## config.mk

```make
export PLATFORM = sky130hd
export DESIGN_NAME = cffa_ram
export DESIGN_NICKNAME = d
export VERILOG_FILES = /design/src/hdl/cffa_ram.sv
export SDC_FILE = /design/constraint.sdc
export NUM_CORES = 1
export LEC_CHECK = 0
export ABC_AREA = 1
export BUFFER_PORTS_ARGS = -buffer_cell sky130_fd_sc_hd__buf_2
export CAP_MARGIN = 20
export CORE_AREA = 3 3 102 104
export CTS_CLUSTER_SIZE = 40
export DETAILED_ROUTE_END_ITERATION = 6
export DIE_AREA = 0 0 105 107
export MAX_ROUTING_LAYER = met4
export PLACE_DENSITY = 0.86
export SLEW_MARGIN = 25
export SYNTH_ARGS = -nofsm -noshare
export SYNTH_HDL_FRONTEND = slang
export SYNTH_SLANG_ARGS = --single-unit
```

## constraint.sdc

```tcl
create_clock -name clk_i -period 3.36 [get_ports clk_i]
set_input_delay 0.504 -clock clk_i [delete_from_list [all_inputs] [get_ports clk_i]]
set_output_delay 0.504 -clock clk_i [all_outputs]
set_load 0.03 [all_outputs]
```

## src/hdl/cffa_ram.sv

```systemverilog
// Generic simple dual-port RAM: one write port, one read port, registered read.
// No dependencies.
module cffa_ram #(
  parameter int unsigned WIDTH = 8,
  parameter int unsigned DEPTH = 16
) (
  input  logic                     clk_i,
  input  logic                     we_i,
  input  logic [$clog2(DEPTH)-1:0] waddr_i,
  input  logic [WIDTH-1:0]         wdata_i,
  input  logic                     re_i,
  input  logic [$clog2(DEPTH)-1:0] raddr_i,
  output logic [WIDTH-1:0]         rdata_o
);

  logic [WIDTH-1:0] mem_q [DEPTH];

  always_ff @(posedge clk_i) begin
    if (we_i) begin
      mem_q[waddr_i] <= wdata_i;
    end
    if (re_i) begin
      rdata_o <= mem_q[raddr_i];
    end
  end

endmodule

```

# Word level (Yosys, flattened, before mapping)
# Memory sizes are Yosys's and may differ from the RTL's. A register that Yosys moved wholly into a read port is not among the register bits.
# Index checks and enable logic that the tools add are counted.
[totals] ff_bits=0 elab_cells=3 input_bits=19 output_inout_bits=8 ram_bits=128 mem_count=1
[memory_table] memory="mem_q" depth=16 width=8 rd=1 rd_clocked_by_memory_dff=1 wr=1 line_no="16" text="logic [WIDTH-1:0] mem_q [DEPTH];"
[op_classes] muxes=2
[op_table] operator="$mux W1" count=2

# Depth between registers and ports, before layout
# Gate-level depths: netlist of the first run.
[logic_depth] word_depth=2 mapped_depth=8 mapped_depth_nobuf=7

# Least setup slack after synthesis of the first run
# No wires, ideal clock.
[synth_timing] kind="input to register" start="input port waddr_i[2]" end="memory mem_q[10][0] (enable)" setup_time_ns=0.370 slack_ns=1.905 t_required_ns=2.990 n_path_buf=0 arrival_time_ns=1.085 stages=2 cell_sequence="nand3b_1 -> nor2_1"
[synth_rtl] element="from (decl)" line_no="9" text="input logic [$clog2(DEPTH)-1:0] waddr_i,"
[synth_rtl] element="to (decl)" line_no="16"
# Straight into the memory's write port.

# Worst setup path in the final report of the first run
[layout_timing] start="register rdata_o[5], read port of mem_q" end="output port rdata_o[5]"
[layout_rtl] element="from (decl)" line_no="13" text="output logic [WIDTH-1:0] rdata_o"
# No word-level cell between the ends.

==> summary.txt, run 1 <==
final number of hold-violating endpoints -> 0
vias per cell -> 5.43
Max VDD drop -> 0.000365 V
Switching Share -> 0.217
WL per Instance -> 18.0 um
vias in the first global route -> 3892
register area -> 4080 um^2
Reg clk slew, reported paths -> 60 ps
Yosys reg bits -> 136
via count -> 3911
CP max stage delay -> 420 ps
Hold Path Class -> in -> reg
Critical Path RT -> 2860 ps
CTS root buf -> clkbuf_8
# IOs -> 27
Synth top area share -> 0.698
Netlist cell types -> 11
sequential share of power -> 0.500
Area contributors post-synth -> edfxtp_1, nand2_1, nand3_1
PwrDens -> 588 nW/um^2
r2r setup slk -> 2140 ps
multiplexer area fraction after synthesis -> 0
WS Path Type -> reg -> out
share of layout cells above drive strength 1 -> 0.0954
synthesized area -> 5850 um^2
Post-CTS Setup Bufs -> 0
worst skew pair latency -> 520 ps
Hold Slack -> 344 ps
GP Congestion -> 0.863
worst-path maximum fanout -> 1
leakage power -> 0.00281 uW
CP endpoint kind -> output pin
simple-gate share of the synthesized area -> 0.208
Synth Area in Adders -> 0
outcome -> finished, final reports clean
final setup fails -> 0
initial antenna violation count -> 0
Worst slew margin -> 0.417
Worst Tran Pin Value -> 872 ps
CTS tree -> built
DP Cell Count -> 689
maximum root-to-sink buffer count -> 2
die height -> 107 um
post-CTS sizing -> 0
multi-input combinational cell area -> 1210 um^2
worst hold path depth -> 1
core area -> 9640 um^2
# diodes -> 0
Synth Area per Inst -> 10.6 um^2
Worst Path Buf+Inv -> 1
Cell Chain, Critical Path -> buf_2
ys flop type -> edfxtp_1
fillcell total -> 722
full die area -> 11200 um^2
wire length on met3 -> 1350 um
synth-to-layout area growth -> 12.0%
M1 WL -> 4980 um
Clk pwr share -> 0.438
crit path time final -> 1640 ps
r2r startpoint -> mem_q[7][1]
crit path launch type -> flop
largest family of logic cells by synthesized area -> simple AND/OR/NAND/NOR gates
H-Tree Depth -> 4
Initial Util -> 0.607
RSZ-0062 raised after global routing -> false
Max Cap Viol -> 0
Yosys top cell by area -> edfxtp_1
most common cell in the netlist -> nand2_1
TNS Setup -> 0 ps
largest net degree at the start of global routing -> 65
FF-to-FF path depth -> 6
1st-iter DRT viols -> 356
global-route wire length before repair -> 20400 um
crit share post-route -> 0.489
maximum clock rate -> 0.608 GHz
clock skew -> 7.96 ps
Post-synth ARST share -> 0
detailed-route DRC error count -> 0
Seq/Total Area, Yosys -> 0.698
CTS buffer count -> 17
Synth Warn # -> 0
post-DP HPWL -> 7890 um
clock sinks -> 136
Layout Nets -> 594
Post-Synthesis Cells -> 551
Final Slew Violations -> 0
port buffer count -> 26
DRT Pass-1 Iters -> 5
post-synthesis compound-gate area fraction -> 0
highest metal used -> met4
Hold Crit Endpoint -> rdata_o[7]
WP data arrival -> 1140 ps
met2 WL post-DR -> 6270 um
Slowest-stage cell, CP -> edfxtp_1
GRT Util Overall -> 0.254
EDFF count, synth -> 136
cts hold-fix bufs -> 0
Detailed Route WL -> 13000 um
RR Endpoint -> rdata_o[1]
row count -> 36
Int Pwr -> 3010 uW
final std cells w/o fill -> 720
Logic pwr share -> 0.062
Post-Syn Nets -> 570
XOR/XNOR Fraction of Synth Area -> 0
GRT Residual Overflow -> 0
hold_sp -> re_i
Commonest cells post-synth -> nand2_1, edfxtp_1, inv_1
NetSw -> 834 uW
Crit path max-delay family -> flip-flops
Final ANT Viol Nets -> 0
DIE WIDTH -> 105 um
## cells by family (layout without fill, tap and decap cells)
logic type	after synthesis	count (layout)
simple gates	289	289
buf+inv	126	162
flops	136	136
## how the worst max path moves through the flow
stage	startpoint	endpoint	slack, ps	cells after the start
2_1_floorplan	waddr_i[2]	mem_q[10][0]	1910	2
3_3_place_gp	raddr_i[1]	rdata_o[7]	1280	7
3_5_place_dp	raddr_i[1]	rdata_o[7]	1270	7
4_1_cts	rdata_o[5]	rdata_o[5]	1710	1
5_1_grt	raddr_i[1]	rdata_o[5]	1660	7
6_report	rdata_o[5]	rdata_o[5]	1720	1
## cell usage in the layout (no fill, tap or decap)
| master | Yosys | routed |
|---|---|---|
| nand2_1 | 173 | 173 |
| edfxtp_1 | 136 | 136 |
| inv_1 | 100 | 100 |
| nand3_1 | 97 | 97 |
| buf_2 | 13 | 26 |
| nor2_1 | 17 | 17 |
| clkbuf_16 | 0 | 16 |
| clkinv_2 | 0 | 4 |
| clkbuf_1 | 0 | 4 |
| inv_2 | 2 | 2 |
| nand3b_1 | 2 | 2 |
| bufinv_16 | 0 | 2 |
| clkinv_1 | 0 | 2 |
| clkinv_4 | 0 | 2 |
| buf_4 | 4 | 2 |
| clkbuf_8 | 0 | 1 |
| buf_12 | 0 | 1 |
## stage by stage
stage                util  area [um^2]  setup slack [ps]  power, uW
detailed placement  0.624         6010              1270       2190
CTS                 0.679         6550              1710       3850
global placement    0.624         6010              1280       2190
global route        0.679         6550              1660       3960
finish              0.679         6550              1720       3850
floorplan               -         5850              1910       2110
## layer usage
layer	global-route usage	vias up
met5	-	-
met4	0.113	0
li1	-	1828
met2	0.396	222
met3	0.0584	29
met1	0.324	1832
## sequential cells by signal (all words and copies together) (netlist names)
name / count
mem_q: 128
rdata_o: 8
## layout make-up
cell class,count,share of cell area
flip-flops and latches,136,0.624
multi-input cells,289,0.185
well taps,133,0.0254
clock inverters,10,0.0161
clock buffers,21,0.0656
inverters,102,0.0585
repair buffers,29,0.0252
## power groups by stage
| stage | clock (uW) | combinational, uW | sequential (uW) |
|---|---|---|---|
| finish | 1690 | 238 | 1920 |
| global route | 1770 | 262 | 1930 |
| CTS | 1690 | 236 | 1920 |
| detailed placement | 0 | 233 | 1960 |
| global placement | 0 | 227 | 1960 |
| floorplan | 0 | 134 | 1970 |
(Power assumes the default switching activity.)
==> inputs of run 2 (changes only) <==
- clock period: 3.36 -> 1.7 ns (I/O delays scaled with it)
==> summary.txt, run 2 (synthesis results as in run 1) <==
commonest cells after routing, fill and taps aside -> nand2_1, edfxtp_1, inv_1, nand3_1, buf_2
PwrDens -> 1180 nW/um^2 (+100%)
Initial Util -> 0.607 (unchanged)
initial antenna violation count -> 0 (unchanged)
port buffer count -> 26 (unchanged)
share of layout cells above drive strength 1 -> 0.129 (+0.0335)
global-route wire length before repair -> 20700 um (+1.4%)
cts hold-fix bufs -> 0 (unchanged)
WP data arrival -> 1140 ps (about the same)
WL per Instance -> 17.9 um (-0.78%)
worst skew pair latency -> 520 ps (about the same)
die height -> 107 um (unchanged)
CP max stage delay -> 420 ps (about the same)
Layout Nets -> 612 (+3.0%)
Logic pwr share -> 0.062 (about the same)
final core occ -> 0.702 (+0.0232)
GRT Util Overall -> 0.257 (+0.00292)
commonest non-fill, non-tap cell in the layout -> nand2_1
Cell Chain, Critical Path -> buf_2
Reg clk slew, reported paths -> 60 ps (about the same)
clock skew -> 7.23 ps (-0.734 ps)
vias per cell -> 5.47 (+0.68%)
max reg flops -> 128 (unchanged)
leakage power -> 0.00294 uW (+4.6%)
clock sinks -> 136 (unchanged)
Hold Path Class -> in -> reg
CTS buffer count -> 17 (unchanged)
outcome -> finished, final reports clean
Final Slew Violations -> 0 (unchanged)
synth-to-layout area growth -> 15.8%
post-DP HPWL -> 7840 um (-0.65%)
Clk pwr share -> 0.463 (+0.025)
fillcell total -> 674 (-6.6%)
vias in the first global route -> 3858 (-0.87%)
final setup fails -> 0 (unchanged)
maximum clock rate -> 0.718 GHz
# diodes -> 0 (unchanged)
post-CTS sizing -> 0 (unchanged)
maximum root-to-sink buffer count -> 2 (unchanged)
Post-CTS Setup Bufs -> 0 (unchanged)
WS Path Type -> reg -> out
final std cells w/o fill -> 738 (+2.5%)
CP endpoint kind -> output pin
Critical Path RT -> 1440 ps (-1420 ps)
Detailed Route WL -> 13200 um (+1.7%)
DP Cell Count -> 707 (+2.6%)
DIE WIDTH -> 105 um (unchanged)
Int Pwr -> 6280 uW (+110%)
1st-iter DRT viols -> 462 (+30%)
TNS Setup -> 0 ps (unchanged)
Worst Tran Pin Value -> 633 ps (-239 ps)
Final ANT Viol Nets -> 0 (unchanged)
sequential share of power -> 0.476 (-0.024)
Worst slew margin -> 0.577 (+0.161)
GRT Residual Overflow -> 0 (unchanged)
H-Tree Depth -> 4 (unchanged)
largest net degree at the start of global routing -> 65 (unchanged)
Crit path max-delay family -> flip-flops
Worst Path Buf+Inv -> 1 (unchanged)
NetSw -> 1710 uW (+110%)
Reg with most FFs -> mem_q
GP Congestion -> 0.922 (+6.7%)
# IOs -> 27 (unchanged)
row count -> 36 (unchanged)
DRT Pass-1 Iters -> 5 (unchanged)
CTS tree -> built
Max Cap Viol -> 0 (unchanged)
Slowest-stage cell, CP -> edfxtp_1
full die area -> 11200 um^2 (unchanged)
RSZ-0062 raised after global routing -> false
Max VDD drop -> 0.000723 V (+98%)
via count -> 4036 (+3.2%)
worst-path maximum fanout -> 1 (unchanged)
crit path time final -> 1390 ps
biggest regs -> mem_q: 128 flops, rdata_o: 8 flops
crit path launch type -> flop
core area -> 9640 um^2 (unchanged)
detailed-route DRC error count -> 0 (unchanged)
Switching Share -> 0.214 (-0.00250)
CTS root buf -> clkbuf_8
crit share post-route -> 0.820
final number of hold-violating endpoints -> 0 (unchanged)
-- run 2: cell types whose count changed in the layout (fill, tap and decap cells not counted), sizes merged --
cell      previous run  this run
clkbuf              21        18
clkinv               8         7
buf                 29        47
clkinvlp             0         2
bufinv               2         4
-- run 2: metal layers --
layer | share of wire | global-route usage | vias up
met5 | 0 | - | -
met4 | 0.027 | 0.110 | 0
met3 | 0.093 | 0.0512 | 38
met2 | 0.49 | 0.405 | 234
met1 | 0.39 | 0.331 | 1898
li1 | - | - | 1866
-- run 2: stage by stage --
stage	setup WS (ps)	instance area (um^2)	hold slack, ps	power (uW)
floorplan	494	5850	354	4160
global placement	159	6170	627	4340
detailed placement	157	6170	624	4350
CTS	288	6770	73.1	8000
global route	285	6770	90.7	8210
finish	307	6770	91.3	7990
-- run 2: worst register-to-register path, delay by kind of cell (launching register included) --
| family | cells | cell delay (ps) |
|---|---|---|
| flip-flops | 1 | 390 |
| AND/OR/NAND/NOR | 6 | 540 |
-- run 2: final cells by class --
type	instances	area (um^2)	area share
clock buffers	18	418	0.0617
inverters	102	383	0.0566
flip-flops and latches	136	4080	0.603
well taps	133	166	0.0246
multi-input cells	289	1210	0.179
clock inverters	13	180	0.0266
repair buffers	47	325	0.0481
-- run 2: worst paths after layout --
check	from	end	slack, ps	depth (start not counted)
max	rdata_o[7]	rdata_o[7]	310	1
min reg2reg	mem_q[10][7]	rdata_o[7]	790	6
min	re_i	rdata_o[1]	90	1
max reg2reg	mem_q[3][6]	rdata_o[6]	520	6
-- run 2: power by group through the flow --
stage	Combinational, uW	Sequential [uW]	Clock [uW]
3_3_place_gp	471	3870	0
3_5_place_dp	481	3870	0
2_1_floorplan	265	3900	0
6_report	492	3800	3700
5_1_grt	538	3810	3860
4_1_cts	489	3800	3710
==> inputs of run 3 (changes only) <==
- CORE_AREA: 3 3 102 104 -> 3 3 108 110
- DIE_AREA: 0 0 105 107 -> 0 0 111 113
- PLACE_DENSITY: 0.86 -> 0.82
- clock period: 1.7 -> 1.15 ns (I/O delays scaled with it)
==> summary.txt, run 3 (synthesis results as in run 1) <==
outcome -> finished, violations left
failing checks -> negative setup slack
Worst Tran Pin Value -> 663 ps (+30.1 ps)
Setup WS pre-CTS -> -274 ps (-431 ps)
met2 WL post-DR -> 6740 um (+5.3%)
vias in the first global route -> 3912 (+1.4%)
WL per Instance -> 17.5 um (-1.9%)
# IOs -> 27 (unchanged)
Reg with most FFs -> mem_q
Detailed Route WL -> 13200 um (-0.20%)
commonest cells after routing, fill and taps aside -> nand2_1, edfxtp_1, inv_1, nand3_1, nand3_2
GRT Residual Overflow -> 0 (unchanged)
worst-path maximum fanout -> 1 (unchanged)
Initial Util -> 0.542 (-0.0648)
port buffer count -> 26 (unchanged)
RSZ-0062 raised after global routing -> true
synth-to-layout area growth -> 20.2%
core area -> 10800 um^2 (+12%)
setup ws final -> -154 ps (-460 ps)
via count -> 3893 (-3.5%)
commonest non-fill, non-tap cell in the layout -> nand2_1
die height -> 113 um (+5.6%)
H-Tree Depth -> 4 (unchanged)
clock skew -> 6.80 ps (-0.424 ps)
row count -> 38 (+5.6%)
global-route wire length before repair -> 20900 um (+1.3%)
Hold Path Class -> in -> reg
final setup fails -> 8 (+8)
WS Path Type -> reg -> out
biggest regs -> mem_q: 128 flops, rdata_o: 8 flops
detailed-route DRC error count -> 0 (unchanged)
clock sinks -> 136 (unchanged)
final core occ -> 0.651 (-0.0514)
M1 WL -> 5270 um (+1.6%)
maximum root-to-sink buffer count -> 2 (unchanged)
Max VDD drop -> 0.00137 V (+90%)
Worst slew margin -> 0.557 (-0.0201)
Crit path max-delay family -> flip-flops
CP endpoint kind -> output pin
wire length on met3 -> 890 um (-28%)
CTS root buf -> clkbuf_8
max reg flops -> 128 (unchanged)
1st-iter DRT viols -> 296 (-36%)
Reg clk slew, reported paths -> 60 ps (about the same)
Worst Path Buf+Inv -> 1 (unchanged)
Post-CTS Setup Bufs -> 0 (unchanged)
highest metal used -> met4
# diodes -> 0 (unchanged)
Final Slew Violations -> 0 (unchanged)
CTS tree -> built
DIE WIDTH -> 111 um (+5.7%)
final number of hold-violating endpoints -> 0 (unchanged)
GRT Util Overall -> 0.229 (-0.0281)
WP data arrival -> 1130 ps (about the same)
crit path launch type -> flop
leakage power -> 0.00304 uW (+3.3%)
crit share post-route -> 1.13
crit path time final -> 1300 ps
share of layout cells above drive strength 1 -> 0.178 (+0.0495)
Critical Path RT -> 980 ps (-460 ps)
worst skew pair latency -> 530 ps (about the same)
Final ANT Viol Nets -> 0 (unchanged)
DRT Pass-1 Iters -> 5 (unchanged)
maximum clock rate -> 0.767 GHz
CTS buffer count -> 17 (unchanged)
post-DP HPWL -> 8070 um (+2.9%)
Max Cap Viol -> 0 (unchanged)
Layout Nets -> 617 (+0.82%)
vias per cell -> 5.18 (-5.2%)
PwrDens -> 1710 nW/um^2 (+45%)
GP Congestion -> 0.823 (-11%)
CP max stage delay -> 430 ps (about the same)
largest net degree at the start of global routing -> 53 (-18%)
initial antenna violation count -> 0 (unchanged)
full die area -> 12500 um^2 (+12%)
Cell Chain, Critical Path -> buf_6
Slowest-stage cell, CP -> edfxtp_1
==> run 3: cell count changes in the layout (fill, tap and decap cells not counted), sizes merged <==
cell         before  now
clkinv            7    6
clkbuf           18   17
inv             102  103
buf              47   51
dlygate4sd3       0    1
clkinvlp          2    4
==> run 3: worst paths after layout <==
check,slack (ps),cells past startpoint,endpoint,startpoint
min,60,3,rdata_o[1],raddr_i[3]
max reg2reg,30,6,rdata_o[4],mem_q[2][4]
max,-150,1,rdata_o[1],rdata_o[1]
min reg2reg,750,6,rdata_o[4],mem_q[14][4]
==> run 3: power breakdown <==
part           total, uW  switching [uW]  internal, uW
Combinational        805             548           258
Sequential          5620            36.2          5590
Clock               5580            2060          3520
Total              12000            2640          9370
==> run 3: layout make-up <==
type	instances	area, um^2
Tap cell	140	175
Sequential cell	136	4080
Multi-Input combinational cell	289	1340
Inverter	102	383
Clock buffer	17	414
Clock inverter	15	203
Timing Repair Buffer	52	428
Fill cell	803	3770
==> run 3: metal layers <==
metal,global-route usage,up-vias
li1,-,1872
met1,0.287,1850
met2,0.376,146
met3,0.0481,25
met4,0.0764,0
met5,-,-
==> run 3: metrics by stage <==
step | hold WS (ps) | std cells | total power, uW | setup TNS, ps | cell area, um^2
2_1_floorplan | 271 | 551 | 6150 | 0 | 5850
3_3_place_gp | 545 | 718 | 6430 | -2170 | 6220
3_5_place_dp | 547 | 718 | 6450 | -3290 | 6220
4_1_cts | 56.4 | 751 | 12000 | -949 | 6900
5_1_grt | 53.9 | 751 | 12400 | -1160 | 7030
6_report | 60.8 | 751 | 12000 | -805 | 7030
==> run 3: repair_timing <==
action,in CTS,in global routing
pin swaps,0,5
endpoints found under the hold margin,8,0
gates resized for setup,16,25
hold buffers,1,0
endpoints found under the setup margin,8,16
